==> src/hw/rtl/cbi_pkg.sv <==
// ----------------------------------------------------------------------------
// cbi_pkg
// Shared constants and types for the convolutional byte interleaver: branch
// count, unit delay, delay memory layout and the request that goes from the
// commutator stage to the delay memory stage.
// ----------------------------------------------------------------------------
`default_nettype none

package cbi_pkg;

  // interleaver geometry
  localparam int BRANCHES    = 52;
  localparam int UNIT_DELAY  = 4;
  localparam int BYTE_W      = 8;

  // branch b (b >= 1) owns the first b*UNIT_DELAY entries of its stride;
  // branch 0 has no storage, so the memory starts at branch 1
  localparam int RING_STRIDE = (BRANCHES - 1) * UNIT_DELAY;
  localparam int STORE_DEPTH = (BRANCHES - 1) * RING_STRIDE;

  localparam int BRANCH_W    = $clog2(BRANCHES);
  localparam int POS_W       = $clog2(RING_STRIDE + 1);
  localparam int ADDR_W      = (STORE_DEPTH > 1) ? $clog2(STORE_DEPTH) : 1;

  // output queue, depth must be a power of two
  localparam int FIFO_DEPTH  = 4;
  localparam int FIFO_IDX_W  = $clog2(FIFO_DEPTH);
  localparam int FIFO_CNT_W  = $clog2(FIFO_DEPTH + 3);

  // delay memory access for one transaction
  typedef struct packed {
    logic              valid;
    logic              pass;
    logic              filled;
    logic [ADDR_W-1:0] addr;
    logic [BYTE_W-1:0] data;
  } delay_req_t;

endpackage

`default_nettype wire

==> src/hw/rtl/cbi_branch_ctrl.sv <==
// ----------------------------------------------------------------------------
// cbi_branch_ctrl
// Commutator and per-branch ring pointers. Holds the branch select, the ring
// pointer memory and the touched and filled flags, and builds the delay
// memory request for each transaction.
// ----------------------------------------------------------------------------
`default_nettype none

module cbi_branch_ctrl (
  input  wire logic                       clk,
  input  wire logic                       rst,
  input  wire logic                       in_take,
  input  wire logic [cbi_pkg::BYTE_W-1:0] data_in,
  input  wire logic                       restart,
  output cbi_pkg::delay_req_t             req
);

  logic [cbi_pkg::BRANCH_W-1:0] branch_select;
  logic [cbi_pkg::BRANCH_W-1:0] branch_cur;
  logic [cbi_pkg::BRANCH_W-1:0] branch_next;
  logic [cbi_pkg::BRANCH_W-1:0] branch_dec;

  logic                         s1_valid;
  logic [cbi_pkg::BRANCH_W-1:0] s1_branch;
  logic [cbi_pkg::BYTE_W-1:0]   s1_data;

  logic [cbi_pkg::POS_W-1:0]    ptr_mem [cbi_pkg::BRANCHES];
  logic [cbi_pkg::POS_W-1:0]    ptr_rdata;
  logic [cbi_pkg::BRANCHES-1:0] touched;
  logic [cbi_pkg::BRANCHES-1:0] filled;

  logic [cbi_pkg::POS_W-1:0]    ring_len;
  logic [cbi_pkg::POS_W-1:0]    pos_raw;
  logic [cbi_pkg::POS_W-1:0]    pos;
  logic [cbi_pkg::POS_W-1:0]    pos_inc;
  logic [cbi_pkg::POS_W-1:0]    pos_next;
  logic                         wrap;
  logic                         is_pass;
  logic                         ptr_we;
  logic [cbi_pkg::ADDR_W-1:0]   ring_base;

  // commutator: restart forces branch 0 for this transaction
  always_comb begin
    branch_cur  = restart ? '0 : branch_select;
    branch_next = (branch_cur == cbi_pkg::BRANCH_W'(cbi_pkg::BRANCHES - 1)) ?
                  '0 : branch_cur + 1'b1;
  end

  // control registers
  always_ff @(posedge clk) begin
    if (rst) begin
      branch_select <= '0;
      s1_valid      <= 1'b0;
    end else begin
      s1_valid <= in_take;
      if (in_take) begin
        branch_select <= branch_next;
      end
    end
  end

  // stage 1 payload
  always_ff @(posedge clk) begin
    if (in_take) begin
      s1_branch <= branch_cur;
      s1_data   <= data_in;
    end
  end

  // ring pointer memory: read on accept, write back in the following cycle;
  // consecutive transactions never hit the same nonzero branch
  always_ff @(posedge clk) begin
    if (in_take) begin
      ptr_rdata <= ptr_mem[branch_cur];
    end
    if (ptr_we) begin
      ptr_mem[s1_branch] <= pos_next;
    end
  end

  // touched: pointer entry written since reset; filled: ring wrapped once
  always_ff @(posedge clk) begin
    if (rst) begin
      touched <= '0;
      filled  <= '0;
    end else if (ptr_we) begin
      touched[s1_branch] <= 1'b1;
      if (wrap) begin
        filled[s1_branch] <= 1'b1;
      end
    end
  end

  // pointer update and address
  always_comb begin
    is_pass    = (s1_branch == '0);
    ptr_we     = s1_valid && !is_pass;
    ring_len   = cbi_pkg::POS_W'(s1_branch * cbi_pkg::UNIT_DELAY);
    pos_raw    = touched[s1_branch] ? ptr_rdata : '0;
    pos        = (pos_raw >= ring_len) ? '0 : pos_raw;
    pos_inc    = pos + 1'b1;
    wrap       = (pos_inc >= ring_len);
    pos_next   = wrap ? '0 : pos_inc;
    branch_dec = s1_branch - 1'b1;
    ring_base  = cbi_pkg::ADDR_W'(branch_dec * cbi_pkg::RING_STRIDE);
  end

  // request to the delay memory
  always_comb begin
    req.valid  = s1_valid;
    req.pass   = is_pass;
    req.filled = filled[s1_branch];
    req.addr   = ring_base + cbi_pkg::ADDR_W'(pos);
    req.data   = s1_data;
  end

endmodule

`default_nettype wire

==> config.mk <==
export PLATFORM = sky130hd
export DESIGN_NAME = cbi_branch_ctrl
export DESIGN_NICKNAME = d
export VERILOG_FILES = /design/src/hw/rtl/cbi_pkg.sv /design/src/hw/rtl/cbi_branch_ctrl.sv
export SDC_FILE = /design/constraint.sdc
export NUM_CORES = 1
export LEC_CHECK = 0
export ABC_AREA = 0
export BUFFER_PORTS_ARGS = -buffer_cell sky130_fd_sc_hd__buf_4
export CORE_UTILIZATION = 45
export DETAILED_ROUTE_END_ITERATION = 8
export PLACE_DENSITY = 0.59
export SYNTH_ARGS = -nofsm -noshare
export SYNTH_HDL_FRONTEND = slang
export SYNTH_SLANG_ARGS = --single-unit
==> constraint.sdc <==
create_clock -name clk -period 9.4 [get_ports clk]
set_input_delay 0 -clock clk [delete_from_list [all_inputs] [get_ports clk]]
set_output_delay 0 -clock clk [all_outputs]
set_load 0.01 [all_outputs]
Word level (Yosys, flattened, before mapping)
Memories as Yosys holds them, arrays and structs flattened. A register that Yosys moved wholly into a read port is not among the register bits.
Cells that the tools add are included.
{"block": "word_totals", "out_inout_bits": 25, "memories": 1, "ff_bits": 125, "mem_bits_rw": 416}
{"block": "classes", "bitwise_logic": 2, "n_reduce_logical": 5, "n_addsub": 4, "mux": 13, "order_cmp": 4, "n_mul": 1, "n_eq_ne": 1}
{"memory": "ptr_mem", "words": 52, "width": 8, "rd": 1, "rd_clocked_by_memory_dff": 1, "write_ports": 1, "line_no": "cbi_branch_ctrl.sv:27", "source": "logic [cbi_pkg::POS_W-1:0] ptr_mem [cbi_pkg::BRANCHES];"}
{"op": "52-bit bitwise OR", "n": 2}
{"op": "8-bit 2-to-1 mux", "n": 3}
{"op": "8-bit >= comparator", "n": 2}
{"op": "14-bit by 8-bit adder with 14-bit output", "n": 1}
{"op": "1-bit binary-select mux with 6-bit select", "n": 2}
{"op": "6-bit by 6-bit multiplier with 12-bit output, second input constant", "n": 1}
{"op": "6-bit 2-to-1 mux", "n": 2}
{"op": "8-bit by 1-bit adder with 8-bit output, second input constant", "n": 1}
{"op": "6-bit by 7-bit < comparator with 1-bit output, second input constant", "n": 1}
{"op": "6-bit by 1-bit adder with 6-bit output, second input constant", "n": 1}
{"op": "1-bit demux with 6-bit select", "n": 1}
{"op": "6-bit == test, second input constant", "n": 1}
{"op": "6-bit by 1-bit >= comparator with 1-bit output, second input constant", "n": 1}
{"op": "6-bit zero test", "n": 1}
{"op": "6-bit by 1-bit subtractor with 6-bit output, second input constant", "n": 1}
{"op": "1-bit 2-to-1 mux", "n": 5}
{"op": "1-bit logical AND", "n": 2}
{"op": "2-bit AND reduction", "n": 1}
{"op": "1-bit zero test", "n": 1}

Depth between registers and ports, before layout
{"block": "depth", "word_depth": 8, "mapped_depth": 31}

Worst setup path before layout
No wires, ideal clock.
{"block": "synth_path", "path_type": "register to register", "from": "register s1_branch[0] (netlist name)", "to": "memory ptr_mem[0][5] (netlist name), data pin", "required_ns": 8.657, "stages_incl_launch_ff": 31, "setup_slack_ns": 0.748, "arrival_ns": 7.909, "setup_ns": 0.743, "synth_period_minus_slack_ns": 8.652, "path_cell_list": "edfxtp_1 > buf_6 > and2_4 > buf_6 > a221o_1 > a222oi_1 > a2bb2oi_1 > o211ai_2 > nor2_1 > nor2b_1 > ha_1 > inv_1 > o22ai_1 > nor2_1 > nor3_1 > nand3b_1 > a41o_1 > nor3_1 > and2_1 > ha_1 > inv_1 > xnor2_1 > ha_1 > nand2_1 > a21boi_0 > o21ai_0 > nand2b_1 > a21oi_1 > o21ai_1 > clkbuf_1 > nor4_1"}
{"block": "synth_via", "elab_chain_cells": 8}
{"item": "start, declared", "line_no": "cbi_branch_ctrl.sv:24", "source": "logic [cbi_pkg::BRANCH_W-1:0] s1_branch;"}
{"item": "start signal, assigned", "line_no": "cbi_branch_ctrl.sv:65", "source": "s1_branch <= branch_cur;"}
{"item": "1-bit binary-select mux with 6-bit select", "line_no": "cbi_branch_ctrl.sv:99", "source": "pos_raw = touched[s1_branch] ? ptr_rdata : '0;"}
{"item": "1-bit 2-to-1 mux (implied by the code)", "line_no": "cbi_branch_ctrl.sv:99"}
{"item": "8-bit 2-to-1 mux", "line_no": "cbi_branch_ctrl.sv:99"}
{"item": "8-bit >= comparator", "line_no": "cbi_branch_ctrl.sv:100", "source": "pos = (pos_raw >= ring_len) ? '0 : pos_raw;"}
{"item": "8-bit 2-to-1 mux", "line_no": "cbi_branch_ctrl.sv:100"}
{"item": "8-bit by 1-bit adder with 8-bit output", "line_no": "cbi_branch_ctrl.sv:101", "source": "pos_inc = pos + 1'b1;"}
{"item": "8-bit >= comparator", "line_no": "cbi_branch_ctrl.sv:102", "source": "wrap = (pos_inc >= ring_len);"}
{"item": "8-bit 2-to-1 mux *", "line_no": "cbi_branch_ctrl.sv:103", "source": "pos_next = wrap ? '0 : pos_inc;"}
{"item": "named net pos_next, one bit", "line_no": "cbi_branch_ctrl.sv:36", "source": "logic [cbi_pkg::POS_W-1:0] pos_next;"}
{"item": "end, declared", "line_no": "cbi_branch_ctrl.sv:27"}
Mark *: on every way through the listed nets, which the timed path passes. The rest lies on a longest branch. The select of a mux whose other input is x is not followed.

Final worst setup path
{"block": "layout_path", "from": "register s1_branch[2] (netlist name)", "to": "memory ptr_mem[34][2] (netlist name), data pin"}
Same word-level chain as after synthesis.

==> run_results.csv <==
group,metric,value,unit
cts,clkLatencyLatePin,0.61,ns
cts,cts_tree,"built",
floorplanning,die_width,226,µm
power,p_int,4.17,mW
final_layout,fraction_of_final_layout_cells_with_drive_strength_greater_than_1,16.2,%
detailed_routing,routed-wl-met3,4.37,mm
synthesis,synthesis.area,22700,µm²
power,sw_frac_of_total,22.9,%
power,net_switching_power_figure,1.24,mW
floorplanning,rows,81,
floorplanning,floorplan.die.height,226,µm
power,irDropWorstVdd,133,µV
critical_path,r2r_setup_slack,1.33,ns
placed_design,numPortBuffers,36,
global_routing,grt_pass1_vias,13900,
final_layout,n_antenna_cell,0,
cts,clock-sinks,549,
placed_design,gp_routability_congestion,0.901,
timing,fin_crit,8.07,ns
min_path,min_delay_worst_endpoint,"filled[21]",
critical_path,critPathMaxStageDelay,1.12,ns
synthesis,number_of_enable_type_register_cells_in_the_synthesized_netlist,438,
synthesis,synth_top_cell_by_area,"sky130_fd_sc_hd__edfxtp_1",
floorplanning,design.core.area,49300,µm²
critical_path,worst_setup_path_startpoint,"s1_branch[2]",
synthesis,syn-num-nets,1687,
synthesis,post_synth_num_cell_types,63,
timing,finalSetupViolCount,0,
detailed_routing,vias,14100,
job,timing.max_cap.violations,0,
timing,relSlewSlack,20.8,%
global_routing,maximum_number_of_pins_on_one_net_before_global_route_repair,112,
final_layout,area_growth,14.6,%
final_layout,fillerInstances,4147,
timing,clock_skew,0.0149,ns
cts,clk_pin_slew_worst_paths,0.06,ns
synthesis,synth.ff_latch_count,549,
power,power.density,208,nW/µm²
synthesis,syn_inst,1627,
floorplanning,pin_count,37,
synthesis,dominantRegCellSynth,"sky130_fd_sc_hd__edfxtp_1",
critical_path,r2r_end,"ptr_mem[34][2]",
synthesis,average_footprint_of_a_synthesized_cell,13.9,µm²
timing,final.period_utilization,85.9,%
cts,clock_tree.root_cell,"sky130_fd_sc_hd__clkbuf_16",
outcome,result_of_the_run,"finished clean",
detailed_routing,remaining_drc_errors,0,
cts,cts_made_buffers,56,
final_layout,fin_cells,2415,
timing,clock.fmax,124,MHz
detailed_routing,wl_met1,26.1,mm
critical_path,r2r_cells,29,
power,seqPwrFrac,49.3,%
global_routing,globalRouteTotalUtil,24.5,%
detailed_routing,finalWirelength,61.6,mm
detailed_routing,drtPass1Iterations,6,
detailed_routing,top_signal_layer_used,"met5",
global_routing,globalRouteOverflowTotal,0,
placed_design,dp.cells,2301,
global_routing,global_route_wire_length_before_repair,90.2,mm
floorplanning,fp.dieArea,51200,µm²
cts,cts.htree.levels,2,
cts,clockBufferDepth,3,
detailed_routing,avgViaCountPerCell,5.83,
power,power.combinational.fraction,9.4,%
min_path,hold_depth,2,
critical_path,startpoint_types,"register",
cts,cts_setup_buffers,0,
critical_path,worstSetupPathType,"register to register",
final_layout,layout_common_cells,"sky130_fd_sc_hd__edfxtp_1 (438), sky130_fd_sc_hd__nor2_1 (280), sky130_fd_sc_hd__a21oi_1 (125)",
min_path,hold_path.startpoint,"rst",
timing,fin_setup_tns,0,ns
power,clockPowerShare,41.3,%
power,leakagePower,8.81,nW
floorplanning,start_util,46.0,%
synthesis,synthTopCellsByArea,"sky130_fd_sc_hd__edfxtp_1 (58%), sky130_fd_sc_hd__dfxtp_1 (9.8%), sky130_fd_sc_hd__mux4_2 (5.9%)",
synthesis,synthDominantCellAreaShare,58.1,%
critical_path,crit_path_end_kind,"register",
critical_path,critical_path_required,9.65,ns
timing,timing.final.hold_violations,0,
synthesis,synth.yosys.warnings,0,
placed_design,dp_hpwl,37.3,mm
detailed_routing,wl_per_cell,25.5,µm
critical_path,worst_ep_arrival_time,8.32,ns
synthesis,synth_sequential_area_ratio,67.9,%
final_layout,final_common_cell,"sky130_fd_sc_hd__edfxtp_1",
timing,worst_slew_pin_slew,1.19,ns
timing,rsz0062_at_grt,"no",
critical_path,crit_slowest_cell,"sky130_fd_sc_hd__edfxtp_1",
global_routing,initial_antenna_violation_count,2,
final_layout,sequential_cell_area,15400,µm²
detailed_routing,dr_wl_met2,29.2,mm
critical_path,crit-reg2reg-launch,"s1_branch[2]",
min_path,hold_path.class,"input pin to register",
detailed_routing,antenna_viol_nets_final,0,
timing,report.final.slew_viol_count,0,
detailed_routing,detailedRoute.firstIterationViolations,1426,
synthesis,async_flop_share,0,%
final_layout,multiInputGateArea,6900,µm²
critical_path,crit_path_max_fanout,60,
final_layout,final_net_count,1765,
[cells in the mapped netlist (11+ instances only)]
master and number:
sky130_fd_sc_hd__a21oi_1 126, sky130_fd_sc_hd__dfxtp_1 111, sky130_fd_sc_hd__xnor2_1 15, sky130_fd_sc_hd__nor2_1 292, sky130_fd_sc_hd__nand2b_1 12, sky130_fd_sc_hd__ha_1 43, sky130_fd_sc_hd__mux4_2 59, sky130_fd_sc_hd__inv_1 34
sky130_fd_sc_hd__clkbuf_1 74, sky130_fd_sc_hd__xor2_1 11, sky130_fd_sc_hd__nor2b_1 25, sky130_fd_sc_hd__a22oi_1 30, sky130_fd_sc_hd__nand2_1 75, sky130_fd_sc_hd__edfxtp_1 438, sky130_fd_sc_hd__o221ai_1 48, sky130_fd_sc_hd__nor3_1 16
sky130_fd_sc_hd__nand3_1 17, sky130_fd_sc_hd__a211oi_1 33, sky130_fd_sc_hd__mux2i_1 54
[metrics by stage]
| step | hold slack (ns) | instance area (µm²) | setup slack (ns) | power, mW | utilization [%] |
|---|---|---|---|---|---|
| 2_1_floorplan | 0.0989 | 22700 | 0.748 | 3.04 | - |
| 3_3_place_gp | 0.178 | 24000 | 1.70 | 3.21 | 48.7 |
| 3_5_place_dp | 0.180 | 24000 | 1.51 | 3.22 | 48.7 |
| 4_1_cts | 0.0657 | 26000 | 1.43 | 5.44 | 52.7 |
| 5_1_grt | 0.116 | 26000 | 0.609 | 5.58 | 52.7 |
| 6_report | 0.0870 | 26000 | 1.33 | 5.41 | 52.7 |
[final cells by class]
cell class	instances	area share, %
flip-flops and latches	549	59.3
clock buffers	75	6.08
multi-input cells	953	26.6
well taps	664	3.20
repair buffers	110	3.28
clock inverters	29	1.10
inverters	35	0.506
[power by group through the flow]
stage	clock, mW	sequential, mW	combinational [mW]
after floorplan	0	2.71	0.328
after global placement	0	2.72	0.498
after detailed placement	0	2.72	0.506
after CTS	2.26	2.66	0.511
after global routing	2.36	2.66	0.560
final	2.24	2.66	0.508
[sequential cells by signal, indices dropped and copies added (netlist names)]
name and cells:
branch_select 6, filled 52, ptr_mem 416, ptr_rdata 8
s1_branch 6, s1_data 8, s1_valid 1, touched 52
[kinds of logic after synthesis]
family / count (synthesis) / share of synthesized area (%)
compound gates: 295 / 8.81
xor+xnor: 26 / 1.01
fa+ha+maj: 48 / 2.82
buf+inv: 125 / 2.22
flops: 549 / 67.9
mux: 121 / 8.67
simple gates: 463 / 8.61
[worst max path at each step]
stage,endpoint,slack [ns],cells after the start
finish,ptr_mem[34][2],1.33,29
global route,ptr_mem[36][2],0.61,29
CTS,ptr_mem[34][2],1.43,29
detailed placement,ptr_mem[38][2],1.51,29
global placement,ptr_mem[42][2],1.70,29
floorplan,ptr_mem[0][5],0.75,30
[worst max-delay path: cells and delay by family, from the launching register on]
| kind | cells | cell delay (ns) |
|---|---|---|
| AO/OA/AOI/OAI | 10 | 1.97 |
| XOR/XNOR | 1 | 0.13 |
| adder cells (fa/ha/maj) | 3 | 0.83 |
| buffers and inverters | 4 | 1.14 |
| flip-flops | 1 | 1.12 |
| multiplexers | 1 | 0.52 |
| AND/OR/NAND/NOR | 10 | 1.95 |
[metal layers]
metal,vias up,global-route usage (%)
li1,6302,-
met1,7160,33.3
met2,515,39.7
met3,98,4.61
met4,4,8.15
met5,-,0
[what timing repair did]
item | in CTS | in global routing
gates resized for setup | 0 | 0
endpoints found under the setup margin | 0 | 0
hold buffers | 10 | 0
hold endpoints to repair | 37 | 0
No activity file was read; power rests on OpenSTA's default activity.
