### config.mk
export PLATFORM = sky130hd
export DESIGN_NAME = cbi_out_fifo
export DESIGN_NICKNAME = d
export VERILOG_FILES = /design/src/hw/rtl/cbi_pkg.sv /design/src/hw/rtl/cbi_out_fifo.sv
export SDC_FILE = /design/constraint.sdc
export NUM_CORES = 1
export LEC_CHECK = 0
export BUFFER_PORTS_ARGS = -buffer_cell sky130_fd_sc_hd__buf_2
export CAP_MARGIN = 10
export CORE_ASPECT_RATIO = 0.9
export CORE_MARGIN = 2
export CORE_UTILIZATION = 25
export CTS_BUF_LIST = sky130_fd_sc_hd__clkbuf_8 sky130_fd_sc_hd__clkbuf_16
export CTS_CLUSTER_DIAMETER = 150
export DETAILED_ROUTE_END_ITERATION = 16
export PLACE_DENSITY = 0.49
export SYNTH_ARGS = -nofsm -noshare
export SYNTH_HDL_FRONTEND = slang
export SYNTH_SLANG_ARGS = --single-unit
### constraint.sdc
create_clock -name clk -period 2.6 [get_ports clk]
set_input_delay 0.26 -clock clk [delete_from_list [all_inputs] [get_ports clk]]
set_output_delay 0.26 -clock clk [all_outputs]
set_load 0.005 [all_outputs]
### src/hw/rtl/cbi_pkg.sv
// ----------------------------------------------------------------------------
// cbi_pkg
// Shared constants and types for the convolutional byte interleaver: branch
// count, unit delay, delay memory layout and the request that goes from the
// commutator stage to the delay memory stage.
// ----------------------------------------------------------------------------
`default_nettype none

package cbi_pkg;

  // interleaver geometry
  localparam int BRANCHES    = 52;
  localparam int UNIT_DELAY  = 4;
  localparam int BYTE_W      = 8;

  // branch b (b >= 1) owns the first b*UNIT_DELAY entries of its stride;
  // branch 0 has no storage, so the memory starts at branch 1
  localparam int RING_STRIDE = (BRANCHES - 1) * UNIT_DELAY;
  localparam int STORE_DEPTH = (BRANCHES - 1) * RING_STRIDE;

  localparam int BRANCH_W    = $clog2(BRANCHES);
  localparam int POS_W       = $clog2(RING_STRIDE + 1);
  localparam int ADDR_W      = (STORE_DEPTH > 1) ? $clog2(STORE_DEPTH) : 1;

  // output queue, depth must be a power of two
  localparam int FIFO_DEPTH  = 4;
  localparam int FIFO_IDX_W  = $clog2(FIFO_DEPTH);
  localparam int FIFO_CNT_W  = $clog2(FIFO_DEPTH + 3);

  // delay memory access for one transaction
  typedef struct packed {
    logic              valid;
    logic              pass;
    logic              filled;
    logic [ADDR_W-1:0] addr;
    logic [BYTE_W-1:0] data;
  } delay_req_t;

endpackage

`default_nettype wire

### src/hw/rtl/cbi_out_fifo.sv
// ----------------------------------------------------------------------------
// cbi_out_fifo
// Small output queue that decouples the pipeline from output stall. Input
// stall is raised from register state when the queue plus the bytes still
// in the pipeline could fill it.
// ----------------------------------------------------------------------------
`default_nettype none

module cbi_out_fifo (
  input  wire logic                       clk,
  input  wire logic                       rst,
  input  wire logic                       push,
  input  wire logic [cbi_pkg::BYTE_W-1:0] push_data,
  input  wire logic [1:0]                 inflight,
  output logic                            full_soon,
  output logic                            out_valid,
  input  wire logic                       out_stall,
  output logic [cbi_pkg::BYTE_W-1:0]      data_out
);

  logic [cbi_pkg::BYTE_W-1:0]     fifo_mem [cbi_pkg::FIFO_DEPTH];
  logic [cbi_pkg::FIFO_IDX_W-1:0] wr_idx;
  logic [cbi_pkg::FIFO_IDX_W-1:0] rd_idx;
  logic [cbi_pkg::FIFO_CNT_W-1:0] count;
  logic                           pop;

  // handshake
  always_comb begin
    out_valid = (count != '0);
    pop       = out_valid && !out_stall;
    data_out  = fifo_mem[rd_idx];
    full_soon = (count + cbi_pkg::FIFO_CNT_W'(inflight)) >=
                cbi_pkg::FIFO_CNT_W'(cbi_pkg::FIFO_DEPTH);
  end

  // pointers and fill level
  always_ff @(posedge clk) begin
    if (rst) begin
      wr_idx <= '0;
      rd_idx <= '0;
      count  <= '0;
    end else begin
      if (push) begin
        wr_idx <= wr_idx + 1'b1;
      end
      if (pop) begin
        rd_idx <= rd_idx + 1'b1;
      end
      unique case ({push, pop})
        2'b10:   count <= count + 1'b1;
        2'b01:   count <= count - 1'b1;
        default: count <= count;
      endcase
    end
  end

  // storage
  always_ff @(posedge clk) begin
    if (push) begin
      fifo_mem[wr_idx] <= push_data;
    end
  end

endmodule

`default_nettype wire

======== Word-level counts from Yosys, hierarchy flattened ========
Memory sizes are Yosys's and may differ from the RTL's. A register that Yosys moved wholly into a read port is not among the register bits.
Index checks and enable logic that the tools add are counted.
word-level totals
  register bits ........................... 7
  memory bits (writable) .................. 32
  output and inout bits ................... 10
  word-level logic and storage cells ...... 21
  memories kept ........................... 1
memory list
  memory    depth  bits a word  rd ports  clocked after memory_dff  write ports  RTL line            text
  fifo_mem  4      8            1         1                         1            cbi_out_fifo.sv:21  logic [cbi_pkg::BYTE_W-1:0] fifo_mem [cbi_pkg::FIFO_DEPTH];
operators by class
  add/sub/neg operators ................... 5
  order comparisons ....................... 1
  equal/unequal tests ..................... 2
  muxes and demuxes ....................... 5
  reductions and logical operators ........ 4
operators by type and width
  operator                                                               count
  3-bit one-hot mux with 2 select lines                                  1
  2-bit by 1-bit adder with 2-bit output, second input constant          2
  2-bit two-way mux                                                      2
  3-bit by 1-bit adder with 3-bit output, second input constant          1
  3-bit by 2-bit adder with 3-bit output                                 1
  3-bit >= comparator, second input constant                             1
  3-bit nonzero test                                                     1
  3-bit by 1-bit subtractor with 3-bit output, second input constant     1
  2-bit by 1-bit equality test with 1-bit output, second input constant  1
  2-bit equality test, second input constant                             1
  1-bit two-way mux                                                      2
  2-bit nonzero test                                                     1
  1-bit logical AND                                                      1
  1-bit zero test                                                        1

======== Depth between registers and ports, before layout ========
Gate-level depths: netlist (run 1).
  depth after elaboration ................. 4
  gate-level depth with buffers ........... 8
  depth with buffers taken out ............ 8

======== Least setup slack after synthesis (run 1) ========
OpenSTA, ideal clock, no wires.
  path kind ............................... flip-flop to flip-flop
  from .................................... register count[0] in the netlist's numbering
  to ...................................... register count[2] in the netlist's numbering
  setup time .............................. 0.070 ns
  arrival ................................. 1.705 ns
  setup slack ............................. 0.825 ns
  cell stages (with the launch flop) ...... 9
  buffers on the path ..................... 0
  clock period less this slack ............ 1.775 ns
  cell sequence ........................... dfxtp_1 nor3_4 nor2_1 ha_1 inv_1 fa_1 xor2_1 or3_1 a21oi_1
between the ends
  word-level cells in the longest chain between the ends .. 4
  elaborated cells between the ends (all ways) .. 8
RTL lines
  what                                                                                   RTL line            text
  from (decl)                                                                            cbi_out_fifo.sv:24  logic [cbi_pkg::FIFO_CNT_W-1:0] count;
  from (signal assigned)                                                                 cbi_out_fifo.sv:50  2'b10: count <= count + 1'b1;
  from (signal assigned)                                                                 cbi_out_fifo.sv:51  2'b01: count <= count - 1'b1;
  from (signal assigned)                                                                 cbi_out_fifo.sv:52  default: count <= count;
  3-bit nonzero test *                                                                   cbi_out_fifo.sv:29  out_valid = (count != '0);
  1-bit logical AND *                                                                    cbi_out_fifo.sv:30  pop = out_valid && !out_stall;
  via pop                                                                                cbi_out_fifo.sv:25  logic pop;
  2-bit by 1-bit equality test with 1-bit output or 2-bit equality test (tied branches)  cbi_out_fifo.sv:49  unique case ({push, pop})
  3-bit one-hot mux with 2 select lines or 2-bit nonzero test (tied branches)            n/a
Mark *: on every way through the listed nets, which the timed path passes. The rest lies on a longest branch.
A chain may end at the register's enable or synchronous reset.

==> results of run 1 <==
[placed cells by master (no fill, tap or decap), drive strengths merged]
master / netlist / layout
a21oi: 4 / 4
a31oi: 1 / 1
and2: 4 / 4
buf: 1 / 23
clkbuf: 2 / 5
clkinv: 0 / 1
clkinvlp: 0 / 1
dfxtp: 9 / 9
edfxtp: 32 / 32
fa: 1 / 1
ha: 6 / 6
inv: 7 / 7
mux2: 1 / 1
mux2i: 1 / 1
mux4: 8 / 8
nor2: 7 / 7
nor2b: 1 / 1
nor3: 1 / 1
nor3b: 1 / 1
o21ai: 2 / 2
or3: 2 / 2
xnor2: 2 / 2
xor2: 2 / 2
[power by group through the flow]
| stage | Combinational, W | Clock, W | Sequential, W |
|---|---|---|---|
| final | 0.000382 | 0.000384 | 0.000849 |
| after global routing | 0.000427 | 0.000430 | 0.000864 |
| after CTS | 0.000389 | 0.000396 | 0.000853 |
| after detailed placement | 0.000388 | 0 | 0.000867 |
| after global placement | 0.000366 | 0 | 0.000860 |
| after floorplan | 0.000293 | 0 | 0.000820 |
[worst min-delay path by stage]
stage,from,endpoint,slack [ps],cells after the start
finish,push_data[2],fifo_mem[3][2],180,1
global route,push_data[2],fifo_mem[3][2],180,1
CTS,push_data[2],fifo_mem[3][2],180,1
detailed placement,push_data[4],fifo_mem[1][4],480,1
global placement,push_data[6],fifo_mem[2][6],470,1
floorplan,push_data[0],fifo_mem[0][0],360,0
[stage by stage]
stage / instances / setup slack [ps] / total power (W) / cell area (µm²)
detailed placement: 205 / 665 / 0.00126 / 1870
global route: 212 / 446 / 0.00172 / 1950
CTS: 212 / 528 / 0.00164 / 1950
global placement: 205 / 784 / 0.00123 / 1870
finish: 212 / 593 / 0.00161 / 1950
floorplan: 95 / 825 / 0.00111 / 1650
[flip-flops by register name, summed over array words and instances (netlist names), named ones only]
register / count
fifo_mem: 32
count: 3
rd_idx: 2
wr_idx: 2
[cell families (layout without fill, tap and decap cells)]
| family | Yosys count | in the layout | synth area share, % |
|---|---|---|---|
| adders and majority gates | 7 | 7 | 5.76 |
| buffers and inverters | 10 | 37 | 2.35 |
| AOI/OAI and AO/OA | 7 | 7 | 2.20 |
| muxes | 10 | 10 | 12.4 |
| DFF | 41 | 41 | 69.1 |
| and+or+nand+nor | 16 | 16 | 5.99 |
| xor gates and xnor gates | 4 | 4 | 2.12 |
[cell type report]
class / instances / share of cell area [%]
Sequential cell: 41 / 58.6
Multi-Input combinational cell: 44 / 24.2
Timing Repair Buffer: 23 / 5.92
Tap cell: 90 / 5.79
Clock buffer: 5 / 3.54
Inverter: 7 / 1.35
Clock inverter: 2 / 0.579
[metal layers]
| layer | GRT usage (%) | vias to the layer above | part of all wire [%] |
|---|---|---|---|
| met5 | 0 | - | 0.39 |
| met4 | 3.13 | 2 | 1.3 |
| met1 | 9.40 | 400 | 42 |
| met3 | 3.96 | 8 | 5.9 |
| met2 | 14.3 | 23 | 50 |
| li1 | - | 400 | - |
==> key figures, run 1 <==
Run status
  • Status: finished, final reports clean

Timing
  • Fin crit period: 2010 ps
  • Finish-stage setup viols: 0
  • Min Hold Slack: 183 ps
  • Slew @ Worst Pin: 627 ps
  • Final period utilization: 77.2%
  • Fin. Hold Viols: 0
  • Max_slew headroom: 58.2%
  • Clk_skew: 8.27 ps
  • Setup TNS: 0 ps
  • Final Max Tran Viols: 0
  • Unrepaired setup endpoints after global routing: false
  • Peak Freq: 498 MHz

Power and ir drop
  • Part of the power in combinational logic: 23.6%
  • Power per cell area: 829 nW/µm²
  • Internal Power: 0.00116 W
  • Sequential Power Share: 52.6%
  • Clock share of power: 23.8%
  • Sw Share: 28.3%
  • Net load switching power: 0.000456 W
  • Peak VDD IR: 0.403 mV
  • P_leak: 0.682 nW

Drt
  • Final ANT Viol Nets: 0
  • Wire per inst: 13.2 µm
  • TritonRoute pass-1 iters: 3
  • Drt initial violations: 32
  • Final wirelength: 2.81 mm
  • Drt drc: 0
  • Vias post-DR: 833
  • Vias/cell: 3.93

CTS
  • # clock sinks: 41
  • Worst-path clk slew: 80 ps
  • Max H-tree Level: 2
  • Deepest clock path buffer count: 2
  • Hold Buf Count CTS: 0
  • CTS buffer count: 5
  • Post_cts resized: 0
  • Clock Latency Late Sink: 290 ps
  • CTS tree: done
  • CTS Root Cell: clkbuf_8
  • Post-CTS Setup Inserts: 0

Critical path
  • Crit path DAT: 1750 ps
  • Reg-to-reg endpoint: count[2]
  • Crit-path max FO: 8
  • Slowest cell on crit path: dfxtp_1
  • Setup crit end: data_out[6]
  • Worst r2r src: count[0]
  • Flop2flop setup slack: 660 ps
  • Max stage delay on crit path: 720 ps
  • Critical path's top delay family: flip-flops
  • CP bufs+invs: 1
  • Crit path launch type: register
  • Data required, critical path: 2340 ps
  • Crit path kind: register to output pin
  • Crit path depth: 2
  • Kind of end point of the critical path: output pin
  • Worst path cell trace: mux4_2 > buf_2
  • R2R depth: 8

Layout
  • Share of cells above drive strength 1: 32.8%
  • NumNets Final: 143
  • Footprint of the multi-input gates: 470 µm²
  • Fill cells: 642
  • Antenna diodes: 0
  • Area grow syn2layout: 17.9%
  • Final Core Density: 30.0%
  • Sequential Area: 1140 µm²

Global routing
  • Overflow after GRT: 0
  • Initial antenna violation count: 1
  • Largest net degree at the start of global routing: 13
  • Global-route wire length before repair: 4.46 mm
  • GRT Util Overall: 8.51%
  • Vias in the first global route: 924

Synthesis
  • Synth Area per Inst: 17.4 µm²
  • Ys Warns: 0
  • Post-synth cell types: 21
  • Yosys top cell by area: edfxtp_1
  • EDFF count, synth: 32
  • Mapped cell area: 1650 µm²
  • Top-count cell post-synth: edfxtp_1
  • Syn Nets: 116
  • Register area share after synthesis: 69.1%
  • Yosys reg bits: 41
  • Yosys top cell area share: 58.2%
  • Mapped Cells: 95
  • FFs w/ async S/R, synth: 0%
  • Main synth FF type: edfxtp_1
  • Ranking of synthesized cells by area: edfxtp_1 (58%), dfxtp_1 (11%), mux4_2 (11%)
  • Leading cell types by count after synthesis: edfxtp_1 (32), dfxtp_1 (9), mux4_2 (8)

Floorplan
  • Die area: 7270 µm²
  • Starting density of the core: 25.5%
  • Total core area: 6480 µm²
  • Boundary Pins: 24
  • Die X: 89.6 µm
  • Die H: 81.1 µm
  • Site row count: 28

Hold path
  • Tightest Hold Check Type: input port to register

Place
  • I/O Buffers: 23
  • DP Wirelength: 1.99 mm
  • Routability cong.: 0.679

Flow run
  • MaxCap Viol Count: 0
Power figures use the tool's default switching activity.
==> run 2: changes to the inputs <==
PLACE_DENSITY = 0.51   (was 0.49)
clock period = 1.7 ns   (was 2.6 ns; I/O delays follow)
==> run 2 against run 1 <==
Against the previous run: highest routed layer is now met4; hold slack got worse by 91 ps; register-to-register slack lost 700 ps; sequential share of layout area down 3.8 points; worst setup slack got worse by 630 ps; the run now ends with negative setup slack left; largest power group unchanged; global-route usage is 0.29 points higher; critical path type is now register to register; utilization increased by 2.3 points.
==> key figures, run 2 (same netlist as run 1, synthesis figures left out) <==
Run status
  • Status: finished, violations left
  • Failing checks: negative setup slack

Timing
  • Max_slew headroom: 68.2% (+10 points)
  • Setup TNS: -42.1 ps (-42.1 ps)
  • Final Max Tran Viols: 0 (unchanged)
  • Clk_skew: 5.58 ps (-2.69 ps)
  • Fin crit period: 1740 ps
  • Final period utilization: 102%
  • Slew @ Worst Pin: 476 ps (-150 ps)
  • Fin. Hold Viols: 0 (unchanged)
  • Unrepaired setup endpoints after global routing: true
  • Finish-stage setup viols: 1 (+1)
  • Final Worst Setup Slack: -42.1 ps (-635 ps)
  • Peak Freq: 574 MHz

Drt
  • Vias/cell: 3.99 (+1.5%)
  • Final wirelength: 3.02 mm (+7.6%)
  • Final ANT Viol Nets: 0 (unchanged)
  • Drt initial violations: 41 (+28%)
  • Wire per inst: 13.8 µm (+4.2%)
  • Drt drc: 0 (unchanged)
  • Vias post-DR: 873 (+4.8%)
  • TritonRoute pass-1 iters: 4 (+1)

Place
  • DP Wirelength: 2.10 mm (+5.9%)
  • Placed cell count: 210 (+2.4%)
  • Post-DP Area: 1910 µm² (+2.6%)
  • I/O Buffers: 23 (unchanged)
  • Routability cong.: 0.677 (-0.28%)

Hold path
  • Hold Path Depth: 1 (unchanged)
  • Tightest Hold Check Type: input port to register
  • Hold Path End: fifo_mem[2][2]
  • HP Start: push_data[2]

Floorplan
  • Die X: 89.6 µm (unchanged)
  • Site row count: 28 (unchanged)
  • Die area: 7270 µm² (unchanged)
  • Total core area: 6480 µm² (unchanged)
  • Boundary Pins: 24 (unchanged)
  • Starting density of the core: 25.5% (unchanged)
  • Die H: 81.1 µm (unchanged)

Critical path
  • Flop2flop setup slack: -40 ps (-700 ps)
  • Crit path launch type: register
  • Kind of end point of the critical path: register
  • Reg-to-reg endpoint: count[2]
  • R2R depth: 8 (unchanged)
  • Data required, critical path: 1920 ps (-420 ps)
  • Worst r2r src: count[1]
  • Crit path DAT: 1960 ps (+210 ps)
  • Crit path kind: register to register
  • Crit-path max FO: 2 (-6)

Global routing
  • Overflow after GRT: 0 (unchanged)
  • Global-route wire length before repair: 4.60 mm (+2.9%)
  • GRT Util Overall: 8.80% (+0.29 points)
  • Initial antenna violation count: 0 (-1)
  • Largest net degree at the start of global routing: 15 (+2)
  • Vias in the first global route: 991 (+7.3%)

Layout
  • Antenna diodes: 0 (unchanged)
  • NumNets Final: 149 (+4.2%)
  • Post-route insts no fill: 219 (+3.3%)
  • Fin area: 2090 µm² (+7.6%)
  • Area grow syn2layout: 26.8%
  • Largest registers: fifo_mem x32, count x3
  • Most frequent cells in the layout: edfxtp_1 (32), buf_2 (23), mux4_2 (8)
  • Max reg flops: 32 (unchanged)
  • Final Core Density: 32.3% (+2.3 points)
  • Fill cells: 624 (-2.8%)
  • Most common cell after layout, fill and taps aside: edfxtp_1
  • Share of cells above drive strength 1: 45.7% (+13 points)
  • Biggest register: fifo_mem

CTS
  • Max H-tree Level: 2 (unchanged)
  • CTS buffer count: 5 (unchanged)
  • Hold Buf Count CTS: 0 (unchanged)
  • CTS Root Cell: clkbuf_8
  • Deepest clock path buffer count: 2 (unchanged)
  • # clock sinks: 41 (unchanged)
  • Clock Latency Late Sink: 290 ps (about the same)
  • CTS tree: done
  • Worst-path clk slew: 80 ps (about the same)

Flow run
  • MaxCap Viol Count: 0 (unchanged)

Power and ir drop
  • Peak VDD IR: 0.792 mV (+97%)
  • P_leak: 0.746 nW (+9.4%)
  • Power per cell area: 1430 nW/µm² (+73%)
  • Total power: 0.00300 W (+86%)
==> run 2: changes by cell type in the layout (fill, tap and decap cells not counted), moves of 2 or more <==
cell / change
buf_4: +5
bufinv_16: +2
dfxtp_1: -4
dfxtp_2: +3
ha_1: -2
==> run 2: final cells by class <==
cell class / instances / area, µm² / area share (%)
clock buffer: 5 / 68.8 / 3.29
clock inverter: 3 / 68.8 / 3.29
inverter: 7 / 26.3 / 1.26
multi-input combinational: 44 / 500 / 23.9
sequential: 41 / 1150 / 54.9
tap: 90 / 113 / 5.38
timing repair buffer: 29 / 168 / 8.01
==> run 2: worst max path at each step <==
| stage | startpoint | endpoint | slack, ps | depth (start not counted) |
|---|---|---|---|---|
| 2_1_floorplan | count[1] | count[2] | 20 | 8 |
| 6_report | count[1] | count[2] | -40 | 8 |
| 4_1_cts | count[1] | count[2] | -90 | 8 |
| 3_3_place_gp | count[0] | count[2] | 30 | 8 |
| 3_5_place_dp | count[1] | count[2] | -110 | 8 |
| 5_1_grt | count[1] | count[2] | -140 | 8 |
==> run 2: what timing repair did <==
item                       4_1_cts  5_1_grt
setup endpoints to repair        2       10
resized for setup                1        7
buffers inserted                 1        0
cloned                           0        0
pin swaps                        3        3
==> run 2: routing by layer <==
| metal | track usage, % | routed length [µm] | vias to the layer above |
|---|---|---|---|
| met5 | 0 | 0 | - |
| met4 | 2.24 | 19 | 0 |
| met3 | 3.35 | 168 | 4 |
| met2 | 15.6 | 1550 | 25 |
| met1 | 9.89 | 1280 | 428 |
| li1 | - | - | 416 |
==> run 2: where the power goes <==
group	switching (W)	internal, W	total, W
clock network	0.000344	0.000591	0.000935
logic	0.000369	0.000438	0.000807
registers	0.0000688	0.00119	0.00126
total	0.000782	0.00222	0.00300
==> run 2: stage by stage <==
stage	hold WS (ps)	worst slack, ps
2_1_floorplan	269	16.8
3_3_place_gp	385	26.5
3_5_place_dp	394	-113
4_1_cts	87.0	-86.7
5_1_grt	84.0	-135
6_report	91.8	-42.1
==> run 2: worst max-delay path, cell delays in order (launching register included) <==
cell	delay (ps)
dfxtp_2	360
nor3_4	60
nor2_2	90
ha_2	190
inv_2	40
fa_2	330
xor2_1	160
or3_1	330
a21oi_2	120
==> run 3: changes to the inputs <==
ABC_AREA = 1   (was unset)
==> run 3 against run 2 <==
Against the previous run: first-iteration DRC count down 34%; the run now ends clean; critical path depth up 3; sequential share of layout area up 0.52 points.
==> key figures, run 3 <==
Run status
  • Status: finished, final reports clean

Drt
  • Final ANT Viol Nets: 0 (unchanged)
  • Wire per inst: 11.6 µm (-16%)
  • TritonRoute pass-1 iters: 4 (unchanged)
  • Vias/cell: 4.04 (+1.4%)
  • Vias post-DR: 1083 (+24%)
  • Final wirelength: 3.11 mm (+2.8%)
  • Drt initial violations: 27 (-34%)
  • Drt drc: 0 (unchanged)

Layout
  • Most common cell after layout, fill and taps aside: edfxtp_1
  • Most frequent cells in the layout: edfxtp_1 (32), buf_2 (23), nor2_1 (20)
  • Biggest register: fifo_mem
  • Max reg flops: 32 (unchanged)
  • Post-route insts no fill: 268 (+22%)
  • NumNets Final: 198 (+33%)
  • Area grow syn2layout: 21.7%
  • Antenna diodes: 0 (unchanged)
  • Final Core Density: 31.3% (-0.95 points)
  • Share of cells above drive strength 1: 26.4% (-19 points)
  • Largest registers: fifo_mem x32, count x3

Synthesis
  • Main synth FF type: edfxtp_1
  • Ranking of synthesized cells by area: edfxtp_1 (57%), dfxtp_1 (11%), o21ai_0 (4.7%)
  • Mapped Cells: 143 (+51%)
  • Syn Nets: 164 (+41%)
  • Post-synth cell types: 21 (unchanged)
  • Leading cell types by count after synthesis: edfxtp_1 (32), nor2_1 (20), inv_1 (18)
  • Mapped cell area: 1700 µm² (+2.8%)
  • Register area share after synthesis: 67.3% (-1.9 points)
  • EDFF count, synth: 32 (unchanged)
  • Yosys top cell area share: 56.6% (-1.6 points)
  • Ys Warns: 0 (unchanged)
  • FFs w/ async S/R, synth: 0% (unchanged)
  • Synth Area per Inst: 11.9 µm² (-32%)
  • Yosys top cell by area: edfxtp_1
  • Yosys reg bits: 41 (unchanged)
  • Top-count cell post-synth: edfxtp_1

Critical path
  • Crit path kind: register to register
  • Critical path's top delay family: adder cells
  • CP bufs+invs: 4 (+3)
  • Crit path launch type: register
  • Data required, critical path: 1880 ps (-40 ps)
  • Kind of end point of the critical path: register
  • Worst path cell trace: inv_1 > a31oi_1 > ha_2 > inv_1 > fa_2 > inv_1 > nand2_1 > nand3_1 > nand2_1 > inv_1 > nor2_1
  • Max stage delay on crit path: 340 ps (-20 ps)
  • Slowest cell on crit path: dfxtp_2
  • Crit-path max FO: 3 (+1)
  • Most common cell on crit path: inv_1
  • Crit path DAT: 1770 ps (-190 ps)

Timing
  • Setup TNS: 0 ps (+42.1 ps)
  • Peak Freq: 629 MHz (+9.6%)
  • Fin crit period: 1590 ps (-153 ps)
  • Final Max Tran Viols: 0 (unchanged)
  • Final period utilization: 93.5% (-9.0 points)
  • Finish-stage setup viols: 0 (-1)
  • Max_slew headroom: 73.3% (+5.1 points)
  • Unrepaired setup endpoints after global routing: true
  • Fin. Hold Viols: 0 (unchanged)
  • Final Worst Setup Slack: 111 ps (+153 ps)
  • Min Hold Slack: 96.1 ps (+4.38 ps)
  • Slew @ Worst Pin: 400 ps (-76.5 ps)
  • Clk_skew: 5.43 ps (-0.152 ps)

Floorplan
  • Starting density of the core: 25.8% (+0.30 points)
  • Die area: 7460 µm² (+2.7%)
  • Total core area: 6590 µm² (+1.6%)
  • Die X: 90.8 µm (+1.3%)
  • Site row count: 28 (unchanged)
  • Die H: 82.2 µm (+1.3%)
  • Boundary Pins: 24 (unchanged)

CTS
  • CTS tree: done
  • Hold Buf Count CTS: 0 (unchanged)
  • Deepest clock path buffer count: 2 (unchanged)
  • Clock Latency Late Sink: 280 ps (about the same)
  • CTS buffer count: 5 (unchanged)
  • Max H-tree Level: 2 (unchanged)
  • # clock sinks: 41 (unchanged)
  • Worst-path clk slew: 80 ps (about the same)
  • CTS Root Cell: clkbuf_8

Global routing
  • GRT Util Overall: 9.18% (+0.37 points)
  • Overflow after GRT: 0 (unchanged)
  • Largest net degree at the start of global routing: 17 (+2)
  • Global-route wire length before repair: 5.26 mm (+15%)
  • Initial antenna violation count: 0 (unchanged)
  • Vias in the first global route: 1118 (+13%)

Flow run
  • MaxCap Viol Count: 0 (unchanged)

Place
  • Placed cell count: 259 (+23%)
  • I/O Buffers: 23 (unchanged)
  • Pre-CTS setup slack: 88.6 ps (+201 ps)
  • Routability cong.: 0.769 (+14%)
  • DP Wirelength: 2.12 mm (+1.0%)

Hold path
  • Tightest Hold Check Type: input port to register

Power and ir drop
  • Peak VDD IR: 0.431 mV (-46%)
  • Power per cell area: 1230 nW/µm² (-14%)
  • P_leak: 0.823 nW (+10%)
-- run 3: cell types whose count changed in the layout (fill, tap and decap cells not counted), sizes merged, moves of 2 or more --
cell	delta
o21ai	+18
nand3	+3
xnor2	-2
inv	+11
and2	-4
o22ai	+8
or3	-2
nand2	+12
mux4	-8
a21oi	+2
nor2	+14
-- run 3: logic make-up (layout without fill, tap and decap cells) --
kind of cell / after synthesis / count (layout) / share of synthesized area (%)
AOI/OAI and AO/OA: 36 / 36 / 12.1
xor gates and xnor gates: 1 / 1 / 0.516
adders and majority gates: 7 / 7 / 5.60
buffers and inverters: 21 / 56 / 5.53
DFF: 41 / 41 / 67.3
and+or+nand+nor: 37 / 37 / 9.00
-- run 3: per-layer routing --
layer	vias to the layer above	share of wire, %	global-route usage [%]
met5	-	0	0
met4	0	0.51	2.73
met3	2	4.7	2.99
met2	20	47	15.9
met1	497	48	11.1
li1	564	-	-
-- run 3: worst reg2reg max path: stages (launching register included) --
cell and delay (ps):
dfxtp_2 340, inv_1 50, a31oi_1 180, ha_2 200, inv_1 60, fa_2 340, inv_1 60, nand2_1 60
nand3_1 70, nand2_1 50, inv_1 40, nor2_1 30
-- run 3: final timing paths --
kind,startpoint,end,slack [ps],cells after the start
hold / removal,push_data[2],fifo_mem[3][2],100,1
hold reg to reg,count[0],count[0],430,1
setup reg to reg,count[0],count[2],110,11
setup / recovery,count[0],count[2],110,11
-- run 3: stage by stage --
step	total power [W]	area, µm²
floorplan	0.00157	1700
CTS	0.00256	2050
detailed placement	0.00180	1940
global route	0.00271	2060
global placement	0.00179	1940
finish	0.00254	2060
-- run 3: report_power, final --
group          switching [W]  internal (W)  leakage [nW]
Combinational       0.000334      0.000245         0.402
Clock               0.000323      0.000432        0.0518
Sequential         0.0000401       0.00116         0.369
Total               0.000697       0.00184         0.823
-- run 3: area by class of cell --
class                   instances  area, µm²
multi-input cells              81        467
clock buffers                   5       68.8
inverters                      19       71.3
flip-flops and latches         41       1140
fillers                       715       4520
clock inverters                 3       41.3
well taps                      90        113
repair buffers                 29        160
-- run 3: repair_timing --
| item | 4_1_cts | 5_1_grt |
|---|---|---|
| resized for setup | 0 | 5 |
| buffers inserted | 0 | 1 |
| setup endpoints to repair | 0 | 4 |
| endpoints found under the hold margin | 0 | 0 |
